### src/rtl/core/sct_pkg.sv
// ----------------------------------------------------------------------------
// sct_pkg
// Shared codes and types for the sparse coordinate table: operation kinds,
// result status codes and the control group that drives the compare unit.
// ----------------------------------------------------------------------------
package sct_pkg;

	localparam int KIND_W   = 3;
	localparam int STATUS_W = 3;

	// Operation kinds carried by an input item
	localparam logic [KIND_W-1:0] KIND_INSERT    = 3'd0;
	localparam logic [KIND_W-1:0] KIND_REMOVE    = 3'd1;
	localparam logic [KIND_W-1:0] KIND_CHANGE    = 3'd2;
	localparam logic [KIND_W-1:0] KIND_LOOKUP    = 3'd3;
	localparam logic [KIND_W-1:0] KIND_TRANSPOSE = 3'd4;

	// Status codes returned with every result item
	localparam logic [STATUS_W-1:0] STAT_OK      = 3'd0;
	localparam logic [STATUS_W-1:0] STAT_INVALID = 3'd1;
	localparam logic [STATUS_W-1:0] STAT_MISSING = 3'd2;
	localparam logic [STATUS_W-1:0] STAT_EMPTY   = 3'd3;
	localparam logic [STATUS_W-1:0] STAT_FULL    = 3'd4;

	// Control of the shared compare unit
	typedef struct packed {
		logic clr;  // zero the running maxima
		logic acc;  // fold the current read entry into the maxima
	} scan_ctl_t;

endpackage

### src/rtl/core/sparse_coordinate_table_core.sv
// ----------------------------------------------------------------------------
// sparse_coordinate_table_core
// Coordinate list of nonzero matrix entries with insert, remove, change,
// lookup and transpose, reporting entry count and row and column maxima.
// ----------------------------------------------------------------------------
//  channel | handshake          | payload
//  --------+--------------------+---------------------------------------------
//  in      | in_valid, in_ready | kind, row_index, column_index, entry_value
//  out     | out_valid,out_ready| status, found, read_value, entry_count,
//          |                    | max_row, max_column
//
//  The store has a single read port and returns one entry per cycle.
//  An item is the find walk over the N stored entries, a move or swap walk
//  where needed, an insert step for an insert or change, the maxima walk
//  over the entries left and a last step that loads the result.
//  One item is in work at a time; in_ready is high only while idle.
//  A finished result waits in the output register, and the next item may be
//  accepted meanwhile; it only stalls at its end if the result is untaken.
//  Reset empties the table at once; the store itself needs no clearing.
// ----------------------------------------------------------------------------
module sparse_coordinate_table_core #(
	parameter int CAPACITY   = 16,
	parameter int COORD_BITS = 16,
	parameter int VALUE_BITS = 32
) (
	input  logic                                clk,
	input  logic                                arst_n,
	input  logic                                in_valid,
	output logic                                in_ready,
	input  logic [sct_pkg::KIND_W-1:0]          kind,
	input  logic [COORD_BITS-1:0]               row_index,
	input  logic [COORD_BITS-1:0]               column_index,
	input  logic signed [VALUE_BITS-1:0]        entry_value,
	output logic                                out_valid,
	input  logic                                out_ready,
	output logic [sct_pkg::STATUS_W-1:0]        status,
	output logic                                found,
	output logic signed [VALUE_BITS-1:0]        read_value,
	output logic [$clog2(CAPACITY + 1)-1:0]     entry_count,
	output logic [COORD_BITS-1:0]               max_row,
	output logic [COORD_BITS-1:0]               max_column
);

	localparam int CW = $clog2(CAPACITY + 1);
	localparam int AW = (CAPACITY > 1) ? $clog2(CAPACITY) : 1;
	localparam int EW = 2 * COORD_BITS + VALUE_BITS;

	typedef enum logic [6:0] {
		S_IDLE  = 7'b0000001,
		S_FIND  = 7'b0000010,
		S_SHIFT = 7'b0000100,
		S_INS   = 7'b0001000,
		S_SWAP  = 7'b0010000,
		S_MAX   = 7'b0100000,
		S_DONE  = 7'b1000000
	} state_t;

	state_t                        state_q;
	logic [sct_pkg::KIND_W-1:0]    kind_q;
	logic [COORD_BITS-1:0]         key_row_q;
	logic [COORD_BITS-1:0]         key_col_q;
	logic [VALUE_BITS-1:0]         val_q;
	logic [CW-1:0]                 idx_q;
	logic                          pend_q;
	logic [AW-1:0]                 pend_idx_q;
	logic [CW-1:0]                 count_q;
	logic                          hit_q;
	logic [AW-1:0]                 slot_q;
	logic [VALUE_BITS-1:0]         hit_val_q;
	logic [sct_pkg::STATUS_W-1:0]  status_q;
	logic                          found_q;

	logic                          out_valid_q;
	logic [sct_pkg::STATUS_W-1:0]  out_status_q;
	logic                          out_found_q;
	logic [VALUE_BITS-1:0]         out_value_q;
	logic [CW-1:0]                 out_count_q;
	logic [COORD_BITS-1:0]         out_max_row_q;
	logic [COORD_BITS-1:0]         out_max_col_q;

	logic                          in_fire;
	logic                          scan_st;
	logic                          issue;
	logic                          scan_done;
	logic                          ins_bad;
	logic                          ins_full;
	logic                          wr_en;
	logic [AW-1:0]                 wr_addr;
	logic [EW-1:0]                 wr_data;
	logic [EW-1:0]                 rd_data;
	logic [COORD_BITS-1:0]         rd_row;
	logic [COORD_BITS-1:0]         rd_col;
	logic [VALUE_BITS-1:0]         rd_val;
	logic                          match;
	logic [COORD_BITS-1:0]         scan_max_row;
	logic [COORD_BITS-1:0]         scan_max_col;
	logic                          out_load;
	sct_pkg::scan_ctl_t            scan_ctl;

	assign in_ready = (state_q == S_IDLE);
	assign in_fire  = in_valid && in_ready;

	// Walk the store one entry per cycle; read data returns in the following cycle
	assign scan_st   = (state_q == S_FIND) || (state_q == S_SHIFT) ||
	                   (state_q == S_SWAP) || (state_q == S_MAX);
	assign issue     = scan_st && (idx_q < count_q);
	assign scan_done = !issue && !pend_q;

	assign rd_row = rd_data[EW-1 -: COORD_BITS];
	assign rd_col = rd_data[VALUE_BITS +: COORD_BITS];
	assign rd_val = rd_data[VALUE_BITS-1:0];

	// Insert checks
	assign ins_bad  = (val_q == '0) || (key_row_q == '0) || (key_col_q == '0) || hit_q;
	assign ins_full = (count_q == CW'(CAPACITY));

	// Store write port
	always_comb begin
		wr_en   = 1'b0;
		wr_addr = pend_idx_q;
		wr_data = rd_data;
		unique case (state_q)
			S_SHIFT: begin
				wr_en   = pend_q;
				wr_addr = pend_idx_q - AW'(1);
				wr_data = rd_data;
			end
			S_SWAP: begin
				wr_en   = pend_q;
				wr_addr = pend_idx_q;
				wr_data = {rd_col, rd_row, rd_val};
			end
			S_INS: begin
				wr_en   = !ins_bad && !ins_full;
				wr_addr = count_q[AW-1:0];
				wr_data = {key_row_q, key_col_q, val_q};
			end
			S_IDLE, S_FIND, S_MAX, S_DONE: begin
				wr_en = 1'b0;
			end
			default: begin
				wr_en = 1'b0;
			end
		endcase
	end

	sct_mem #(
		.DEPTH (CAPACITY),
		.AW    (AW),
		.EW    (EW)
	) u_mem (
		.clk   (clk),
		.we    (wr_en),
		.waddr (wr_addr),
		.wdata (wr_data),
		.raddr (idx_q[AW-1:0]),
		.rdata (rd_data)
	);

	assign scan_ctl.clr = in_fire;
	assign scan_ctl.acc = (state_q == S_MAX) && pend_q;

	sct_scan #(
		.COORD_BITS (COORD_BITS)
	) u_scan (
		.clk     (clk),
		.arst_n  (arst_n),
		.ctl     (scan_ctl),
		.rd_row  (rd_row),
		.rd_col  (rd_col),
		.key_row (key_row_q),
		.key_col (key_col_q),
		.match   (match),
		.max_row (scan_max_row),
		.max_col (scan_max_col)
	);

	// Capture the item
	always_ff @(posedge clk) begin
		if (in_fire) begin
			kind_q    <= kind;
			key_row_q <= row_index;
			key_col_q <= column_index;
			val_q     <= entry_value;
		end
	end

	// Sequencer
	always_ff @(posedge clk or negedge arst_n) begin
		if (!arst_n) begin
			state_q    <= S_IDLE;
			idx_q      <= '0;
			pend_q     <= 1'b0;
			pend_idx_q <= '0;
			count_q    <= '0;
			hit_q      <= 1'b0;
			slot_q     <= '0;
			hit_val_q  <= '0;
			status_q   <= sct_pkg::STAT_OK;
			found_q    <= 1'b0;
		end else begin
			// advance the read pointer in every walking phase
			pend_q     <= issue;
			pend_idx_q <= idx_q[AW-1:0];
			if (issue) begin
				idx_q <= idx_q + CW'(1);
			end

			unique case (state_q)
				S_IDLE: begin
					if (in_fire) begin
						state_q  <= S_FIND;
						idx_q    <= '0;
						hit_q    <= 1'b0;
						found_q  <= 1'b0;
						status_q <= sct_pkg::STAT_OK;
					end
				end
				S_FIND: begin
					if (pend_q && match) begin
						hit_q     <= 1'b1;
						slot_q    <= pend_idx_q;
						hit_val_q <= rd_val;
					end
					if (scan_done) begin
						idx_q   <= '0;
						state_q <= S_MAX;
						unique case (kind_q)
							sct_pkg::KIND_INSERT: begin
								state_q <= S_INS;
							end
							sct_pkg::KIND_REMOVE: begin
								if (count_q == '0) begin
									status_q <= sct_pkg::STAT_EMPTY;
								end else if (!hit_q) begin
									status_q <= sct_pkg::STAT_MISSING;
								end else begin
									state_q <= S_SHIFT;
									idx_q   <= CW'(slot_q) + CW'(1);
								end
							end
							sct_pkg::KIND_CHANGE: begin
								if (hit_q) begin
									state_q <= S_SHIFT;
									idx_q   <= CW'(slot_q) + CW'(1);
								end else begin
									state_q <= S_INS;
								end
							end
							sct_pkg::KIND_LOOKUP: begin
								if (hit_q) begin
									found_q <= 1'b1;
								end else begin
									status_q <= sct_pkg::STAT_MISSING;
								end
							end
							sct_pkg::KIND_TRANSPOSE: begin
								if (count_q == '0) begin
									status_q <= sct_pkg::STAT_EMPTY;
								end else begin
									state_q <= S_SWAP;
								end
							end
							default: begin
								status_q <= sct_pkg::STAT_INVALID;
							end
						endcase
					end
				end
				S_SHIFT: begin
					// later entries move down one slot; drop the last
					if (scan_done) begin
						count_q <= count_q - CW'(1);
						hit_q   <= 1'b0;
						idx_q   <= '0;
						state_q <= (kind_q == sct_pkg::KIND_CHANGE) ? S_INS : S_MAX;
					end
				end
				S_INS: begin
					if (ins_bad) begin
						status_q <= sct_pkg::STAT_INVALID;
					end else if (ins_full) begin
						status_q <= sct_pkg::STAT_FULL;
					end else begin
						count_q <= count_q + CW'(1);
					end
					idx_q   <= '0;
					state_q <= S_MAX;
				end
				S_SWAP: begin
					if (scan_done) begin
						idx_q   <= '0;
						state_q <= S_MAX;
					end
				end
				S_MAX: begin
					if (scan_done) begin
						state_q <= S_DONE;
					end
				end
				S_DONE: begin
					if (out_load) begin
						state_q <= S_IDLE;
					end
				end
				default: begin
					state_q <= S_IDLE;
				end
			endcase
		end
	end

	// Output register: load when empty or being drained
	assign out_load = (state_q == S_DONE) && (!out_valid_q || out_ready);

	always_ff @(posedge clk or negedge arst_n) begin
		if (!arst_n) begin
			out_valid_q <= 1'b0;
		end else if (out_load) begin
			out_valid_q <= 1'b1;
		end else if (out_ready) begin
			out_valid_q <= 1'b0;
		end
	end

	always_ff @(posedge clk) begin
		if (out_load) begin
			out_status_q  <= status_q;
			out_found_q   <= found_q;
			out_value_q   <= found_q ? hit_val_q : '0;
			out_count_q   <= count_q;
			out_max_row_q <= scan_max_row;
			out_max_col_q <= scan_max_col;
		end
	end

	assign out_valid   = out_valid_q;
	assign status      = out_status_q;
	assign found       = out_found_q;
	assign read_value  = out_value_q;
	assign entry_count = out_count_q;
	assign max_row     = out_max_row_q;
	assign max_column  = out_max_col_q;

	// Table never holds more than its capacity
	a_count_cap: assert property (@(posedge clk) disable iff (!arst_n)
		count_q <= CW'(CAPACITY))
		else $error("entry count exceeds capacity");

	// Count moves by at most one entry per cycle
	a_count_step: assert property (@(posedge clk) disable iff (!arst_n)
		(count_q != $past(count_q)) |->
		((count_q == $past(count_q) + CW'(1)) || (count_q == $past(count_q) - CW'(1))))
		else $error("entry count jumped");

	// A read in flight only exists inside a walking phase
	a_pend_scan: assert property (@(posedge clk) disable iff (!arst_n)
		pend_q |-> scan_st)
		else $error("read pending outside a walk");

	// An insert write never lands in a full table
	a_ins_room: assert property (@(posedge clk) disable iff (!arst_n)
		((state_q == S_INS) && wr_en) |-> (count_q < CW'(CAPACITY)))
		else $error("insert write into full table");

	// Found is reported only for a lookup that succeeded
	a_found_lookup: assert property (@(posedge clk) disable iff (!arst_n)
		found_q |-> ((kind_q == sct_pkg::KIND_LOOKUP) && (status_q == sct_pkg::STAT_OK)))
		else $error("found set outside a lookup hit");

endmodule

### src/rtl/core/sct_mem.sv
// ----------------------------------------------------------------------------
// sct_mem
// Entry store: one write port and one read port with registered read data.
// Each word packs row, column and value of one entry.
// ----------------------------------------------------------------------------
module sct_mem #(
	parameter int DEPTH = 16,
	parameter int AW    = 4,
	parameter int EW    = 64
) (
	input  logic          clk,
	input  logic          we,
	input  logic [AW-1:0] waddr,
	input  logic [EW-1:0] wdata,
	input  logic [AW-1:0] raddr,
	output logic [EW-1:0] rdata
);

	logic [EW-1:0] mem_q [DEPTH];
	logic [EW-1:0] rdata_q;

	// Write one word, read one word
	always_ff @(posedge clk) begin
		if (we) begin
			mem_q[waddr] <= wdata;
		end
		rdata_q <= mem_q[raddr];
	end

	assign rdata = rdata_q;

endmodule

### src/rtl/core/sct_scan.sv
// ----------------------------------------------------------------------------
// sct_scan
// Shared compare unit: matches the entry read from the store against the
// requested position and keeps the running row and column maxima.
// ----------------------------------------------------------------------------
module sct_scan #(
	parameter int COORD_BITS = 16
) (
	input  logic                  clk,
	input  logic                  arst_n,
	input  sct_pkg::scan_ctl_t    ctl,
	input  logic [COORD_BITS-1:0] rd_row,
	input  logic [COORD_BITS-1:0] rd_col,
	input  logic [COORD_BITS-1:0] key_row,
	input  logic [COORD_BITS-1:0] key_col,
	output logic                  match,
	output logic [COORD_BITS-1:0] max_row,
	output logic [COORD_BITS-1:0] max_col
);

	logic [COORD_BITS-1:0] max_row_q;
	logic [COORD_BITS-1:0] max_col_q;

	// Position compare
	assign match = (rd_row == key_row) && (rd_col == key_col);

	// Track largest row and column seen
	always_ff @(posedge clk or negedge arst_n) begin
		if (!arst_n) begin
			max_row_q <= '0;
			max_col_q <= '0;
		end else if (ctl.clr) begin
			max_row_q <= '0;
			max_col_q <= '0;
		end else if (ctl.acc) begin
			if (rd_row > max_row_q) begin
				max_row_q <= rd_row;
			end
			if (rd_col > max_col_q) begin
				max_col_q <= rd_col;
			end
		end
	end

	assign max_row = max_row_q;
	assign max_col = max_col_q;

endmodule
### config.mk
export PLATFORM = sky130hd
export DESIGN_NAME = sparse_coordinate_table_core
export DESIGN_NICKNAME = d
export VERILOG_FILES = /design/src/rtl/core/sct_pkg.sv /design/src/rtl/core/sparse_coordinate_table_core.sv /design/src/rtl/core/sct_mem.sv /design/src/rtl/core/sct_scan.sv
export SDC_FILE = /design/constraint.sdc
export NUM_CORES = 1
export LEC_CHECK = 0
export ABC_AREA = 0
export BUFFER_PORTS_ARGS = -buffer_cell sky130_fd_sc_hd__buf_2
export CORE_ASPECT_RATIO = 1.75
export CORE_UTILIZATION = 33
export DETAILED_ROUTE_END_ITERATION = 10
export PLACE_DENSITY = 0.59
export SLEW_MARGIN = 5
export SYNTH_ARGS = -nofsm -noshare
export SYNTH_HDL_FRONTEND = slang
export SYNTH_SLANG_ARGS = --single-unit
### constraint.sdc
create_clock -name clk -period 12.7 [get_ports clk]
set_input_delay 3.81 -clock clk [delete_from_list [all_inputs] [get_ports clk]]
set_output_delay 3.81 -clock clk [all_outputs]
set_load 0.005 [all_outputs]
==> results.json <==
{
  "status": "finished clean",
  "cts.htree.levels": 3,
  "nFillCells": 14000,
  "ctsHoldBuffers": 0,
  "final_cell_count_no_fill": 4822,
  "critical_path_class": "flop to output port",
  "layout_common_cells": "edfxtp_1, mux4_2, nand2_1, buf_2, clkbuf_16",
  "synth_top_area_share_pct": 68.3,
  "synth_edf_count": 1164,
  "cts-root-buf": "clkbuf_16",
  "grt_pass1_vias": 26000,
  "yosysSeqAreaShare_pct": 75.5,
  "firstDrtPassIters": 5,
  "r2r_slack_ps": 7590,
  "cts-resized-gates": 0,
  "fin_nets": 2816,
  "holdWs_ps": 447,
  "clkTransAtPathRegs_ps": 70,
  "drc_errors": 0,
  "rsz0062_at_grt": "false",
  "synth_area_leader_cell": "edfxtp_1",
  "cts.sinks": 1324,
  "min_from": "u_scan.max_row[6]$_DFFE_PN0P_",
  "drive_gt1_share_pct": 29.2,
  "tritoncts.num_buffers": 119,
  "setup-violations-final": 0,
  "grt_pass1_wl_microns": 180000,
  "peakVddDrop_v": 0.000155,
  "wl_per_cell_microns": 25.4,
  "drt_wl_total_microns": 122000,
  "r2r_start": "state_q[5]$_DFFE_PN0P_",
  "gp_congestion": 0.843,
  "yosysWarnings": 0,
  "p_leak_nw": 19.1,
  "clk_latency_ps": 750,
  "synth_area_leaders": "edfxtp_1, mux4_2, dfrtp_1, dfxtp_1, nand2_1",
  "ys_ff_latch": 1324,
  "finalCriticalPeriod_ps": 6480,
  "ff_latch_area_sq_um": 38700,
  "syn2layout_area_growth_pct": 14.7,
  "antenna_found_initial": 2,
  "synthXorXnorAreaFrac_pct": 0.770,
  "hp-class": "flop to flop",
  "dpl.hpwl_microns": 66900,
  "fmax_mhz": 154,
  "cts_max_path_buffers": 3,
  "start_util_pct": 33.3,
  "io_buffer_count": 145,
  "final_max_slew_viol_count": 0,
  "cp.arrival_ps": 2670,
  "avgViaCountPerCell": 5.12,
  "r2r_cells": 10,
  "cellPowerDensity_nw_per_um2": 177,
  "worst_pin_slew_ps": 1090,
  "synth_top_flop_cell": "edfxtp_1",
  "synthAdderAreaFrac_pct": 1.14,
  "cap_viol_max_count": 0,
  "ys_async_sr_fraction_pct": 7.25,
  "row_count": 190,
  "die_x_microns": 300,
  "endpoint_kind": "output port",
  "dr.first_iter.drc_count": 1870,
  "crit_path_cell_trace": "or3_1 > or2_2 > nor3b_1 > buf_2",
  "ys_types": 68,
  "whs_path_depth": 0,
  "fp.dieArea_sq_um": 157000,
  "fin_skew_ps": 45.2,
  "crit_required_ps": 8890,
  "synth_area_per_cell_sq_um": 20.5,
  "cts_tree": "done",
  "fin_crit_sh_pct": 51.0,
  "hold_end": "max_row[6]$_DFFE_PP_",
  "syn-num-nets": 2616,
  "synthCells": 2499,
  "relSlewSlack_pct": 27.6,
  "dp.cells": 4594,
  "hold_violations": 0,
  "multiInputGateArea_sq_um": 12000,
  "synth_compound_area_share_pct": 1.73,
  "slowest_delay_ps": 520,
  "synth_top_family_by_area": "multiplexers",
  "cp_slowest_cell": "or3_1",
  "synth_area_sq_um": 51200,
  "post-cts-setup-buffers": 0,
  "antenna_left": 0,
  "muxShareOfSynthArea_pct": 15.8,
  "ios": 146,
  "overflow": 0,
  "cp-start-kind": "flop",
  "final_common_cell": "edfxtp_1",
  "vias": 24700,
  "grt_usage_pct": 15.7,
  "worstReg2RegEnd": "u_mem.mem_q[14][22]$_DFFE_PP_",
  "die_h_microns": 523,
  "tns_ps": 0,
  "critPathMaxFanout": 8,
  "coreArea_sq_um": 154000,
  "yosys.area_share.simple_pct": 3.71,
  "grt_max_degree": 146
}
cells in the mapped netlist (33+ instances only):
cell and instances:
and2_1 36, buf_1 33, clkbuf_1 69, dfrtp_1 95, dfxtp_1 64, edfxtp_1 1164
ha_1 45, inv_1 48, mux4_2 320, nand2_1 181, nor2_1 65, xnor2_1 40
critical path, delay by kind of cell (launching register included):
kind                   cells  cell delay [ps]
DFF                        1              470
and+or+nand+nor            3             1270
buffers and inverters      1              200
registers in the layout, indices dropped and copies added, names as in the netlist, 4 cells and up:
register / count
count_q: 5
entry_count: 5
hit_val_q: 32
idx_q: 5
key_col_q: 16
key_row_q: 16
max_column: 16
max_row: 16
pend_idx_q: 4
read_value: 32
slot_q: 4
state_q: 7
u_mem.mem_q: 1024
u_mem.rdata: 64
u_scan.max_col: 16
u_scan.max_row: 16
val_q: 32
final cells by class:
type	count	area share, %
multi-input combinational	1008	20.5
inverter	49	0.313
sequential	1324	65.8
clock inverter	75	1.58
tap	2016	4.30
clock buffer	152	5.56
timing repair buffer	197	1.95
antenna	1	0.00426
worst max path at each step:
| stage | start | end | slack, ps | depth (start not counted) |
|---|---|---|---|---|
| 2_1_floorplan | out_ready | entry_count[0]$_DFFE_PP_ | 4770 | 2 |
| 3_3_place_gp | in_valid | u_scan.max_row[12]$_DFFE_PN0P_ | 6890 | 5 |
| 6_report | state_q[5]$_DFFE_PN0P_ | in_ready | 6220 | 4 |
| 4_1_cts | state_q[5]$_DFFE_PN0P_ | in_ready | 6170 | 4 |
| 5_1_grt | state_q[5]$_DFFE_PN0P_ | in_ready | 6120 | 4 |
| 3_5_place_dp | in_valid | u_scan.max_row[9]$_DFFE_PN0P_ | 6860 | 5 |
logic make-up (layout without fill, tap and decap cells):
group | after synthesis | in the layout
buffers and inverters | 167 | 473
flip-flops | 1324 | 1324
AO/OA/AOI/OAI | 127 | 127
other | 0 | 1
adder cells (fa/ha/maj) | 46 | 46
AND/OR/NAND/NOR | 400 | 400
XOR/XNOR | 45 | 45
multiplexers | 390 | 390
where the power goes:
part           switching [mW]  internal [mW]
Clock                    1.63           2.18
Sequential              0.192           5.09
Combinational           0.749          0.576
per-stage QoR:
stage / worst slack, ps / utilization [%] / instance area [sq um] / total power [mW]
after floorplan: 4770 / - / 51200 / 6.27
after detailed placement: 6860 / 35.5 / 54500 / 6.72
after global placement: 6890 / 35.5 / 54500 / 6.70
final: 6220 / 38.2 / 58700 / 10.4
after global routing: 6120 / 38.2 / 58700 / 10.8
after CTS: 6170 / 38.2 / 58700 / 10.5
routing by layer:
layer / track usage, % / wire, microns / up-vias
li1: - / - / 10500
met1: 20.6 / 50700 / 13200
met2: 26.7 / 61600 / 780
met3: 2.14 / 6530 / 169
met4: 5.35 / 3350 / 0
met5: 0 / 0 / -
(Power assumes the default switching activity.)
